**config.mk**
```make
export PLATFORM = sky130hd
export DESIGN_NAME = lc2k_ctrl
export DESIGN_NICKNAME = d
export VERILOG_FILES = /design/src/hw/rtl/lc2k_pkg.sv /design/src/hw/rtl/lc2k_ctrl.sv
export SDC_FILE = /design/constraint.sdc
export NUM_CORES = 1
export LEC_CHECK = 0
export ABC_AREA = 1
export BUFFER_PORTS_ARGS = -buffer_cell sky130_fd_sc_hd__buf_4
export CAP_MARGIN = 0
export CORE_AREA = 2 2 39 41
export DETAILED_ROUTE_END_ITERATION = 6
export DIE_AREA = 0 0 41 43
export GPL_TIMING_DRIVEN = 1
export HOLD_SLACK_MARGIN = 0.1
export PLACE_DENSITY = 0.71
export SETUP_SLACK_MARGIN = 0.4
export SLEW_MARGIN = 30
export SYNTH_ARGS = -nofsm -noshare
export SYNTH_HDL_FRONTEND = slang
export SYNTH_SLANG_ARGS = --single-unit
export TNS_END_PERCENT = 100
```
**constraint.sdc**
```tcl
create_clock -name clk_i -period 2.68 [get_ports clk_i]
set_input_delay 0.402 -clock clk_i [delete_from_list [all_inputs] [get_ports clk_i]]
set_output_delay 0.402 -clock clk_i [all_outputs]
set_load 0.03 [all_outputs]
```
**src/hw/rtl/lc2k_pkg.sv**
```systemverilog
// ----------------------------------------------------------------------------
// LC-2K executor package
// Shared constants, codes and the command/status bundles between the
// controller and the datapath.
// ----------------------------------------------------------------------------
package lc2k_pkg;

  // Word memory depth. The address arithmetic wraps by truncation, so the
  // depth must stay a power of two.
  localparam int unsigned MEM_WORDS = 65536;
  localparam int unsigned MEM_AW    = $clog2(MEM_WORDS);
  localparam int unsigned NUM_REGS  = 8;
  localparam int unsigned REG_AW    = $clog2(NUM_REGS);
  localparam int unsigned WORD_W    = 32;
  localparam int unsigned ADDR_W    = 16;
  localparam int unsigned IR_W      = 25;

  typedef enum logic [1:0] {
    CMD_LOAD  = 2'd0,
    CMD_STEP  = 2'd1,
    CMD_RDREG = 2'd2,
    CMD_RDMEM = 2'd3
  } cmd_e;

  typedef enum logic [2:0] {
    OP_ADD  = 3'd0,
    OP_NOR  = 3'd1,
    OP_LW   = 3'd2,
    OP_SW   = 3'd3,
    OP_BEQ  = 3'd4,
    OP_JALR = 3'd5,
    OP_HALT = 3'd6,
    OP_NOOP = 3'd7
  } op_e;

  typedef enum logic [1:0] {
    ST_RUN   = 2'd0,
    ST_HALT  = 2'd1,
    ST_ERROR = 2'd2
  } status_e;

  typedef enum logic [1:0] {
    ADDR_IN,
    ADDR_PC,
    ADDR_EA
  } addr_sel_e;

  typedef enum logic [2:0] {
    RES_DATA,
    RES_REG,
    RES_MEM,
    RES_EXEC,
    RES_ZERO
  } res_sel_e;

  typedef enum logic [3:0] {
    S_IDLE,
    S_LOAD,
    S_RDREG,
    S_CAPREG,
    S_RDMEM,
    S_CAPMEM,
    S_FETCH,
    S_DECODE,
    S_EXEC,
    S_WB,
    S_RESP
  } state_e;

  typedef struct packed {
    logic      latch_in;
    logic      mem_re;
    logic      mem_we;
    addr_sel_e addr_sel;
    logic      rf_re;
    logic      rf_a_from_ir;
    logic      ir_load;
    logic      exec;
    logic      wb;
    logic      set_error;
    logic      res_load;
    res_sel_e  res_sel;
    logic      out_load;
  } dp_ctl_t;

  typedef struct packed {
    logic stopped;
    logic bad_op;
    logic is_lw;
    logic is_sw;
  } dp_stat_t;

endpackage

```
**src/hw/rtl/lc2k_ctrl.sv**
```systemverilog
// ----------------------------------------------------------------------------
// LC-2K controller
// Sequences each command through its states, a step through fetch, decode,
// execute and, for lw, writeback, and owns both handshakes.
// ----------------------------------------------------------------------------
module lc2k_ctrl (
  input  logic              clk_i,
  input  logic              rst_ni,
  input  logic              in_valid_i,
  output logic              in_stall_o,
  input  logic [1:0]        command_i,
  output logic              out_valid_o,
  input  logic              out_stall_i,
  input  lc2k_pkg::dp_stat_t stat_i,
  output lc2k_pkg::dp_ctl_t  ctl_o
);
  import lc2k_pkg::*;

  state_e state_q, state_d;
  logic   out_valid_q, out_valid_d;
  logic   slot_free;

  assign slot_free   = !out_valid_q || !out_stall_i;
  assign out_valid_o = out_valid_q;

  always_ff @(posedge clk_i or negedge rst_ni) begin
    if (!rst_ni) begin
      state_q     <= S_IDLE;
      out_valid_q <= 1'b0;
    end else begin
      state_q     <= state_d;
      out_valid_q <= out_valid_d;
    end
  end

  always_comb begin
    state_d    = state_q;
    in_stall_o = 1'b1;
    ctl_o      = '{
      latch_in:     1'b0,
      mem_re:       1'b0,
      mem_we:       1'b0,
      addr_sel:     ADDR_IN,
      rf_re:        1'b0,
      rf_a_from_ir: 1'b0,
      ir_load:      1'b0,
      exec:         1'b0,
      wb:           1'b0,
      set_error:    1'b0,
      res_load:     1'b0,
      res_sel:      RES_ZERO,
      out_load:     1'b0
    };

    unique case (state_q)
      S_IDLE: begin
        in_stall_o = 1'b0;
        if (in_valid_i) begin
          ctl_o.latch_in = 1'b1;
          unique case (cmd_e'(command_i))
            CMD_LOAD:  state_d = S_LOAD;
            CMD_STEP:  state_d = S_FETCH;
            CMD_RDREG: state_d = S_RDREG;
            CMD_RDMEM: state_d = S_RDMEM;
          endcase
        end
      end
      S_LOAD: begin
        ctl_o.mem_we   = 1'b1;
        ctl_o.addr_sel = ADDR_IN;
        ctl_o.res_load = 1'b1;
        ctl_o.res_sel  = RES_DATA;
        state_d        = S_RESP;
      end
      S_RDREG: begin
        ctl_o.rf_re = 1'b1;
        state_d     = S_CAPREG;
      end
      S_CAPREG: begin
        ctl_o.res_load = 1'b1;
        ctl_o.res_sel  = RES_REG;
        state_d        = S_RESP;
      end
      S_RDMEM: begin
        ctl_o.mem_re   = 1'b1;
        ctl_o.addr_sel = ADDR_IN;
        state_d        = S_CAPMEM;
      end
      S_CAPMEM: begin
        ctl_o.res_load = 1'b1;
        ctl_o.res_sel  = RES_MEM;
        state_d        = S_RESP;
      end
      S_FETCH: begin
        if (stat_i.stopped) begin
          ctl_o.res_load = 1'b1;
          ctl_o.res_sel  = RES_ZERO;
          state_d        = S_RESP;
        end else begin
          ctl_o.mem_re   = 1'b1;
          ctl_o.addr_sel = ADDR_PC;
          state_d        = S_DECODE;
        end
      end
      S_DECODE: begin
        if (stat_i.bad_op) begin
          ctl_o.set_error = 1'b1;
          ctl_o.res_load  = 1'b1;
          ctl_o.res_sel   = RES_ZERO;
          state_d         = S_RESP;
        end else begin
          ctl_o.ir_load      = 1'b1;
          ctl_o.rf_re        = 1'b1;
          ctl_o.rf_a_from_ir = 1'b1;
          state_d            = S_EXEC;
        end
      end
      S_EXEC: begin
        ctl_o.exec     = 1'b1;
        ctl_o.addr_sel = ADDR_EA;
        ctl_o.mem_we   = stat_i.is_sw;
        if (stat_i.is_lw) begin
          ctl_o.mem_re = 1'b1;
          state_d      = S_WB;
        end else begin
          ctl_o.res_load = 1'b1;
          ctl_o.res_sel  = RES_EXEC;
          state_d        = S_RESP;
        end
      end
      S_WB: begin
        ctl_o.wb       = 1'b1;
        ctl_o.res_load = 1'b1;
        ctl_o.res_sel  = RES_MEM;
        state_d        = S_RESP;
      end
      S_RESP: begin
        if (slot_free) begin
          ctl_o.out_load = 1'b1;
          state_d        = S_IDLE;
        end
      end
      default: state_d = S_IDLE;
    endcase

    out_valid_d = ctl_o.out_load || (out_valid_q && out_stall_i);
  end

endmodule

```
==> impl_metrics.env, run 1 <==
export IMPL_crit_type="reg2out"
export IMPL_synth_area_leaders="dfrtp_1 24%, nand2_1 16%, inv_1 14%"
export IMPL_start_kind="flip-flop"
export IMPL_wl_per_cell_um=9.32
export IMPL_cts_htree_levels=1
export IMPL_async_reset_ff_share_pct=100
export IMPL_syn_area_um2=522
export IMPL_grt_use_met1_pct=20.8
export IMPL_die_y_um=43
export IMPL_relSlewSlack_pct=82.9
export IMPL_synthCells=91
export IMPL_rows=14
export IMPL_firstDrtPassIters=4
export IMPL_rrSetupSlack_ns=1.43
export IMPL_synth_edff_count=0
export IMPL_syn_to_final_growth_pct=48.2
export IMPL_avgSynthCellArea_um2=5.73
export IMPL_grt_ovfl_total=0
export IMPL_antenna_found_initial=0
export IMPL_tightest_slew_ns=0.256
export IMPL_clock_sinks=5
export IMPL_max_freq_mhz=542
export IMPL_path_clk_slew_ns=0.04
export IMPL_wl_um=1290
export IMPL_synth_fp_nets=104
export IMPL_clockRootBuffer="clkbuf_4"
export IMPL_finalCriticalPeriod_ns=1.85
export IMPL_fin_tns_setup_ns=0
export IMPL_synth_commonest_cells="22 x nand2_1, 20 x inv_1, 18 x nor2_1, 6 x o21ai_0"
export IMPL_status="completed"
export IMPL_gr_usage_met3_pct=7.33
export IMPL_use_met2_pct=25.6
export IMPL_grt_pass1_vias=560
export IMPL_drive_gt1_share_pct=31.1
export IMPL_rsz0062_at_grt="false"
export IMPL_ctsResizeCount=0
export IMPL_viasPerCell=4.54
export IMPL_slew_viol_final=0
export IMPL_skew_ns=0.00188
export IMPL_endpoint_kind="primary output"
export IMPL_hold_depth=3
export IMPL_synth_top_flop_cell="dfrtp_1"
export IMPL_ys_seq_area_share_pct=24.0
export IMPL_port_buffers=27
export IMPL_fin_area_um2=773
export IMPL_fillCellCount=150
export IMPL_r2r_cells=8
export IMPL_post_route_drc_count=0
export IMPL_dp_hpwl_um=1100
export IMPL_cts_made_buffers=3
export IMPL_globalplace_congestion=0.865
export IMPL_cellPowerDensity_nw_per_um2=1250
export IMPL_grt_max_degree=6
export IMPL_finalCritPeriodShare_pct=68.9
export IMPL_cp_data_required_time_ns=2.28
export IMPL_vdd_drop_max_v=0.000773
export IMPL_first_iter_violations=8
export IMPL_setup_violations=0
export IMPL_synth_largest_area_cell="dfrtp_1"
export IMPL_yosysMostFrequentCell="nand2_1"
export IMPL_grtUsageTotal_pct=16.9
export IMPL_hold_path_class="in2reg"
export IMPL_placed_cell_area_um2=737
export IMPL_routed_via_count=627
export IMPL_coreArea_um2=1380
export IMPL_nets=136
export IMPL_grt_pass1_wl_um=2070
export IMPL_ys_ff_latch=5
export IMPL_grt_busiest_layer="met2"
export IMPL_yosys_area_top_type_share_pct=24.0
export IMPL_synth_cell_type_count=16
export IMPL_ctsLongestPathBuffers=2
export IMPL_die_x_um=41
export IMPL_arrival_ns=1.44
export IMPL_n_antenna_cell=0
export IMPL_whs_ns=0.392
export IMPL_cts_tree="built"
export IMPL_maxCapViolations=0
export IMPL_cellLeakagePower_nw=0.498
export IMPL_dieArea_um2=1760
export IMPL_ant_nets=0
export IMPL_clk_latency_ns=0.24
export IMPL_initial_core_util_pct=37.7
export IMPL_ys_warn_count=0
export IMPL_cp_max_fo=4
export IMPL_finalHoldViolCount=0
export IMPL_io_pin_count=28
## cell usage in the layout (no fill, tap or decap)
cell type	instances
nand3_2	1
nand2_1	22
inv_2	2
nand2_2	1
nor2_1	18
nor2_4	1
nor3_1	2
dfrtp_1	5
inv_1	20
o21ai_2	1
nor2_2	2
a21oi_1	1
o21ai_0	6
nand3_1	5
clkbuf_4	3
buf_4	27
clkbuf_1	1
dlygate4sd3_1	1
ha_1	3
## flip-flops by register name (all words and copies together), names as in the netlist
name and cells:
state_q 4, out_valid_o 1
## worst max-delay path, stage by stage (launching register included)
cell	delay (ns)
dfrtp_1	0.40
inv_1	0.08
nor2_1	0.22
nand3_1	0.14
inv_1	0.10
nor3_1	0.05
nand2_1	0.06
buf_4	0.15
## per-stage QoR
stage	cells	setup slack [ns]	power [mW]	utilization, %
final	138	0.834	0.965	55.9
after global routing	138	0.704	1.05	55.9
after CTS	138	0.843	0.972	55.9
after detailed placement	133	1.10	0.882	53.3
after global placement	133	1.10	0.878	53.3
after floorplan	91	0.863	0.649	-
## power by group
part / total (mW) / internal (mW) / switching, mW
registers: 0.145 / 0.110 / 0.0342
clock network: 0.0866 / 0.0562 / 0.0303
logic: 0.734 / 0.245 / 0.490
total: 0.965 / 0.411 / 0.554
## cell type report
cell class | count | area, µm² | area share (%)
multi-input combinational | 63 | 307 | 39.6
timing repair buffer | 28 | 213 | 27.5
sequential | 5 | 125 | 16.2
inverter | 22 | 82.6 | 10.7
clock buffer | 4 | 26.3 | 3.40
tap | 16 | 20.0 | 2.59
## timing repair
item,4_1_cts,5_1_grt
hold buffers,1,0
hold endpoints to repair,5,0
buffers inserted,0,0
## cell families (layout without fill, tap and decap cells)
| logic type | after synthesis | after routing | share of synthesized area, % |
|---|---|---|---|
| buffers and inverters | 23 | 54 | 17.3 |
| flip-flops | 5 | 5 | 24.0 |
| adder cells (fa/ha/maj) | 3 | 3 | 7.20 |
| AND/OR/NAND/NOR | 52 | 52 | 43.2 |
| AO/OA/AOI/OAI | 8 | 8 | 8.39 |
## worst paths after layout
check | startpoint | endpoint
worst max-delay path | state_q[2]$_DFFE_PN0P_ | ctl_o[4]
worst min-delay path | out_stall_i | out_valid_o$_DFF_PN0_
worst max register to register | state_q[2]$_DFFE_PN0P_ | state_q[1]$_DFFE_PN0P_
worst min register to register | out_valid_o$_DFF_PN0_ | out_valid_o$_DFF_PN0_
max in group asynchronous | rst_ni | state_q[1]$_DFFE_PN0P_
min in group asynchronous | rst_ni | state_q[0]$_DFFE_PN0P_
## layer usage
metal / share of wire [%] / vias up / wire length [µm]
met3: 8.2 / 2 / 105
met1: 41 / 270 / 525
met5: 0 / - / 0
li1: - / 329 / -
met4: 0.62 / 0 / 8
met2: 50 / 26 / 646
No activity file was read; power rests on OpenSTA's default activity.
==> run 2, diff against run 1 <==
==> constraint.sdc (replaced) <==
create_clock -name clk_i -period 1.85 [get_ports clk_i]
set_input_delay 0.2775 -clock clk_i [delete_from_list [all_inputs] [get_ports clk_i]]
set_output_delay 0.2775 -clock clk_i [all_outputs]
set_load 0.03 [all_outputs]
==> run 2 against run 1 <==
  * Die area unchanged
  * Combinational power is 130% higher
  * Sequential power grew 74%
  * Critical path type unchanged
  * Critical endpoint unchanged
==> impl_metrics.env, run 2 (same netlist as run 1, synthesis figures left out) <==
export IMPL_status="completed"
export IMPL_wl_um=1890
export IMPL_slowest_delay_ns=0.43
export IMPL_dieArea_um2=1760
export IMPL_startpoint="state_q[2]$_DFFE_PN0P_"
export IMPL_maxCapViolations=0
export IMPL_viasPerCell=5.15
export IMPL_wl_per_cell_um=12.4
export IMPL_relSlewSlack_pct=84.4
export IMPL_cellPowerDensity_nw_per_um2=1930
export IMPL_arrival_ns=1.45
export IMPL_dp_slack_ns=0.361
export IMPL_path_clk_slew_ns=0.04
export IMPL_post_route_drc_count=0
export IMPL_clk_latency_ns=0.23
export IMPL_cts_tree="built"
export IMPL_cpMostUsedCell="nand2_2"
export IMPL_setup_violations=0
export IMPL_coreArea_um2=1380
export IMPL_cp_max_fo=4
export IMPL_antenna_found_initial=0
export IMPL_grt_ovfl_total=0
export IMPL_port_buffers=27
export IMPL_clock_sinks=5
export IMPL_grt_pass1_vias=678
export IMPL_die_y_um=43
export IMPL_cellLeakagePower_nw=0.595
export IMPL_die_x_um=41
export IMPL_largest_register_ffs=4
export IMPL_clockRootBuffer="clkbuf_4"
export IMPL_n_antenna_cell=0
export IMPL_critPathTopFamily="simple AND/OR/NAND/NOR gates"
export IMPL_finalCritPeriodShare_pct=93.5
export IMPL_cts_htree_levels=1
export IMPL_top_register="state_q"
export IMPL_grt_max_degree=6
export IMPL_tightest_slew_ns=0.233
export IMPL_cts_made_buffers=3
export IMPL_ant_nets=0
export IMPL_crit_chain="inv_2, nand2_4, nand2_2, nand2_2, nand2_2, nor3_2, nand2_2, buf_6"
export IMPL_rsz0062_at_grt="true"
export IMPL_r2r_start="state_q[3]$_DFFE_PN0P_"
export IMPL_drive_gt1_share_pct=64.0
export IMPL_dp_hpwl_um=1090
export IMPL_skew_ns=0.00211
export IMPL_worstHoldStart="out_stall_i"
export IMPL_cp_data_required_time_ns=1.57
export IMPL_endpoint_kind="primary output"
export IMPL_cpMaxStageDelayCell="dfrtp_2"
export IMPL_grt_pass1_wl_um=2480
export IMPL_finalCriticalPeriod_ns=1.73
export IMPL_firstDrtPassIters=4
export IMPL_crit_type="reg2out"
export IMPL_max_freq_mhz=578
export IMPL_fin_tns_setup_ns=0
export IMPL_first_iter_violations=19
export IMPL_start_kind="flip-flop"
export IMPL_grtUsageTotal_pct=19.7
export IMPL_slew_viol_final=0
export IMPL_syn_to_final_growth_pct=106
export IMPL_finalHoldViolCount=0
export IMPL_rows=14
export IMPL_fillCellCount=82
export IMPL_nets=150
export IMPL_initial_core_util_pct=37.7
export IMPL_hold_path_class="in2reg"
export IMPL_setup_slack_ns=0.120
export IMPL_routed_via_count=783
export IMPL_globalplace_congestion=0.804
export IMPL_vdd_drop_max_v=0.000989
export IMPL_final_common_cell="buf_4"
export IMPL_io_pin_count=28
export IMPL_crit_buf_inv=2
export IMPL_mostFrequentLayoutCells="23 x buf_4, 18 x buf_6, 14 x inv_1"
export IMPL_ctsLongestPathBuffers=2
-- run 2: cell types whose count changed in the layout (fill, tap and decap cells not counted), moves of 4 or more --
cell     previous run  this run
buf_4              27        23
buf_6               0        18
dfrtp_1             5         1
dfrtp_2             0         4
inv_1              20        14
inv_2               2         8
nand2_1            22        12
nand2_2             1         8
nor2_1             18        10
nor2_4              1         8
-- run 2: worst reg2reg max path, delay by kind of cell, from the launching register on --
kind | cells | cell delay [ns]
DFF | 1 | 0.45
and+or+nand+nor | 6 | 0.44
buffers and inverters | 5 | 0.45
-- run 2: area by class of cell --
cell class	instances	area, µm²	share of cell area (%)
multi-input combinational	63	433	40.2
timing repair buffer	42	385	35.8
sequential	5	130	12.1
inverter	22	82.6	7.67
clock buffer	4	26.3	2.44
tap	16	20.0	1.86
-- run 2: layer usage --
layer  part of all wire (%)  GRT usage [%]  vias up
li1                       -              -      362
met1                     35           23.4      363
met2                     53           34.1       46
met5                      0              0        -
met3                    6.9              0       12
met4                    4.4           10.0        0
-- run 2: stage by stage --
step	cell area (µm²)	total power, mW	utilization (%)	instances	hold WS [ns]
2_1_floorplan	548	0.989	-	91	-0.0181
3_3_place_gp	763	1.32	55.2	133	0.0793
3_5_place_dp	763	1.33	55.2	133	0.0809
4_1_cts	967	1.78	69.9	145	0.268
5_1_grt	1080	2.18	77.8	152	0.277
6_report	1080	2.08	77.8	152	0.269
-- run 2: where the power goes --
part           internal [mW]  leakage, nW  switching (mW)  total [mW]
Clock                 0.0811       0.0150          0.0379       0.119
Combinational          0.723        0.521           0.981        1.70
Sequential             0.168       0.0590          0.0854       0.253
Total                  0.972        0.595            1.10        2.08
-- run 2: path summary, 6_finish.rpt --
path                                           to  slack, ns  cells after the start
setup / recovery                         ctl_o[4]       0.12                      8
max in group asynchronous  state_q[3]$_DFFE_PN0P_       1.35                      2
hold / removal              out_valid_o$_DFF_PN0_       0.27                      3
setup reg to reg           state_q[1]$_DFFE_PN0P_       0.43                     11
hold reg to reg             out_valid_o$_DFF_PN0_       0.53                      2
min in group asynchronous  state_q[1]$_DFFE_PN0P_       0.38                      2
-- run 2: what timing repair did --
action	CTS	global route
resized for setup	37	18
pin swaps	5	5
setup endpoints to repair	16	18
endpoints found under the hold margin	5	0
cloned	0	0
hold buffers	1	0
setup buffers	7	7
==> run 3, diff against run 2 <==
--- a/config.mk
+++ b/config.mk
@@ -6,7 +6,7 @@
 export NUM_CORES = 1
 export LEC_CHECK = 0
 export ABC_AREA = 1
-export BUFFER_PORTS_ARGS = -buffer_cell sky130_fd_sc_hd__buf_4
+export BUFFER_PORTS_ARGS = -buffer_cell sky130_fd_sc_hd__buf_2
 export CAP_MARGIN = 0
 export CORE_AREA = 2 2 39 41
 export DETAILED_ROUTE_END_ITERATION = 6
==> run 3 against run 2 <==
  * The run now ends with negative setup slack left
  * Critical path depth unchanged
  * Final area up 0.81%
  * Non-clock buffer count unchanged
  * Worst hold slack better by 0.0058 ns
  * Clock power up 13%
  * Sequential power up 2%
  * Register-to-register slack better by 0.05 ns
  * Via count down 2.7%
  * Combinational power up 5%
  * Critical path type unchanged
  * Largest power group unchanged
==> impl_metrics.env, run 3 (same netlist as run 1, synthesis figures left out) <==
export IMPL_die_y_um=43
export IMPL_die_x_um=41
export IMPL_grt_pass1_vias=709
export IMPL_firstDrtPassIters=4
export IMPL_clk_latency_ns=0.25
export IMPL_nets=150
export IMPL_rsz0062_at_grt="true"
export IMPL_antenna_found_initial=0
export IMPL_cts_tree="built"
export IMPL_p_int_mw=1.01
export IMPL_drive_gt1_share_pct=61.0
export IMPL_multi_input_area_um2=452
export IMPL_swShare_pct=53.8
export IMPL_n_antenna_cell=0
export IMPL_cts_made_buffers=3
export IMPL_cellLeakagePower_nw=0.609
export IMPL_setup_violations=1
export IMPL_port_buffers=27
export IMPL_top_register="state_q"
export IMPL_top_layer="met4"
export IMPL_status="complete, but fails checks"
export IMPL_grt_max_degree=6
export IMPL_clockRootBuffer="clkbuf_4"
export IMPL_ant_nets=0
export IMPL_dieArea_um2=1760
export IMPL_path_clk_slew_ns=0.05
export IMPL_grt_ovfl_total=0
export IMPL_violations="negative setup slack"
export IMPL_slowest_delay_ns=0.46
export IMPL_io_pin_count=28
export IMPL_skew_ns=0.0155
export IMPL_register_area_um2=129
export IMPL_p_switching_mw=1.18
export IMPL_post_route_drc_count=0
export IMPL_wl_um=2170
export IMPL_arrival_ns=1.59
export IMPL_grt_pass1_wl_um=2640
export IMPL_whs_ns=0.275
export IMPL_tightest_slew_ns=0.249
export IMPL_fillCellCount=80
export IMPL_globalplace_congestion=0.770
export IMPL_crit_buf_inv=2
export IMPL_wl_per_cell_um=14.3
export IMPL_cellPowerDensity_nw_per_um2=2010
export IMPL_dp_slack_ns=0.357
export IMPL_comb_power_share_pct=82.1
export IMPL_ctsLongestPathBuffers=2
export IMPL_p_total_mw=2.19
export IMPL_grtUsageTotal_pct=21.8
export IMPL_wl_met2_um=1150
export IMPL_power_share_clock_pct=6.1
export IMPL_routed_via_count=762
export IMPL_rows=14
export IMPL_setup_slack_ns=-0.0171
export IMPL_critPathTopFamily="simple AND/OR/NAND/NOR gates"
export IMPL_relSlewSlack_pct=83.3
export IMPL_final_common_cell="buf_6"
export IMPL_cp_max_fo=4
export IMPL_viasPerCell=5.01
export IMPL_met3_length_um=165
export IMPL_vdd_drop_max_v=0.000894
export IMPL_hold_path_class="in2reg"
export IMPL_mostFrequentLayoutCells="19 x buf_6, 16 x inv_1, 13 x nand2_1"
export IMPL_seq_power_share_pct=11.8
export IMPL_first_iter_violations=26
export IMPL_maxCapViolations=0
export IMPL_cp_data_required_time_ns=1.57
export IMPL_syn_to_final_growth_pct=108
export IMPL_slew_viol_final=0
export IMPL_endpoint_kind="primary output"
export IMPL_finalHoldViolCount=0
export IMPL_cpMostUsedCell="nand2_4"
export IMPL_dp_hpwl_um=1150
export IMPL_cts_htree_levels=1
export IMPL_met1Wirelength_um=770
export IMPL_clock_sinks=5
export IMPL_crit_chain="inv_2, nand2_4, nand2_4, nand2_4, nand2_4, nor3_2, nand2_2, buf_6"
export IMPL_max_freq_mhz=536
export IMPL_largest_register_ffs=4
export IMPL_cpMaxStageDelayCell="dfrtp_2"
export IMPL_crit_type="reg2out"
export IMPL_coreArea_um2=1380
export IMPL_finalCritPeriodShare_pct=101
export IMPL_finalCriticalPeriod_ns=1.87
export IMPL_finish_utilization_pct=78.5
export IMPL_start_kind="flip-flop"
export IMPL_initial_core_util_pct=37.7
run 3: cell types whose count changed in the layout (fill, tap and decap cells not counted), moves of 2 or more:
| cell | delta |
|---|---|
| buf_2 | +10 |
| inv_2 | -2 |
| buf_4 | -13 |
| inv_1 | +2 |
| nand3_2 | -2 |
| nand2_4 | +3 |
| nand2_2 | -4 |
run 3: path summary, 6_finish.rpt:
path | from | cells past startpoint | slack (ns) | end
worst max-delay path | state_q[3]$_DFFE_PN0P_ | 8 | -0.02 | ctl_o[4]
worst min-delay path | out_stall_i | 3 | 0.28 | out_valid_o$_DFF_PN0_
worst max register to register | state_q[3]$_DFFE_PN0P_ | 9 | 0.48 | state_q[1]$_DFFE_PN0P_
worst min register to register | out_valid_o$_DFF_PN0_ | 2 | 0.52 | out_valid_o$_DFF_PN0_
max in group asynchronous | rst_ni | 2 | 1.32 | state_q[2]$_DFFE_PN0P_
min in group asynchronous | rst_ni | 2 | 0.37 | state_q[1]$_DFFE_PN0P_
run 3: final cells by class:
cell class	instances	area share, %
Sequential cell	5	11.9
Multi-Input combinational cell	63	41.6
Inverter	22	7.60
Clock buffer	4	2.42
Tap cell	16	1.84
Timing Repair Buffer	42	34.7
run 3: repair_timing:
item | in CTS | in global routing
pin swaps | 5 | 6
hold buffers | 1 | 0
gates resized for setup | 44 | 30
setup endpoints to repair | 17 | 18
endpoints found under the hold margin | 5 | 0
buffers inserted | 6 | 8
run 3: through the flow:
stage	instance area, µm²	cells	TNS (ns)
2_1_floorplan	548	91	0
3_3_place_gp	696	133	0
3_5_place_dp	696	133	0
4_1_cts	915	144	0
5_1_grt	1090	152	-0.146
6_report	1090	152	-0.0171
run 3: tightest hold or removal path, cell delays in order:
cell and delay, ns:
buf_2 0.08, nand2_1 0.06, nand2_1 0.07
run 3: power groups by stage:
| stage | clock network, mW | logic [mW] | registers, mW |
|---|---|---|---|
| after floorplan | 0 | 0.773 | 0.216 |
| after global placement | 0 | 1.02 | 0.207 |
| after detailed placement | 0 | 1.03 | 0.211 |
| after CTS | 0.128 | 1.39 | 0.238 |
| after global routing | 0.149 | 1.90 | 0.262 |
| final | 0.134 | 1.79 | 0.258 |
run 3: routing by layer:
layer  vias to the layer above  GRT usage [%]
li1                        358              -
met5                         -              0
met4                         0           6.67
met3                        10           3.14
met2                        43           41.6
met1                       351           21.9
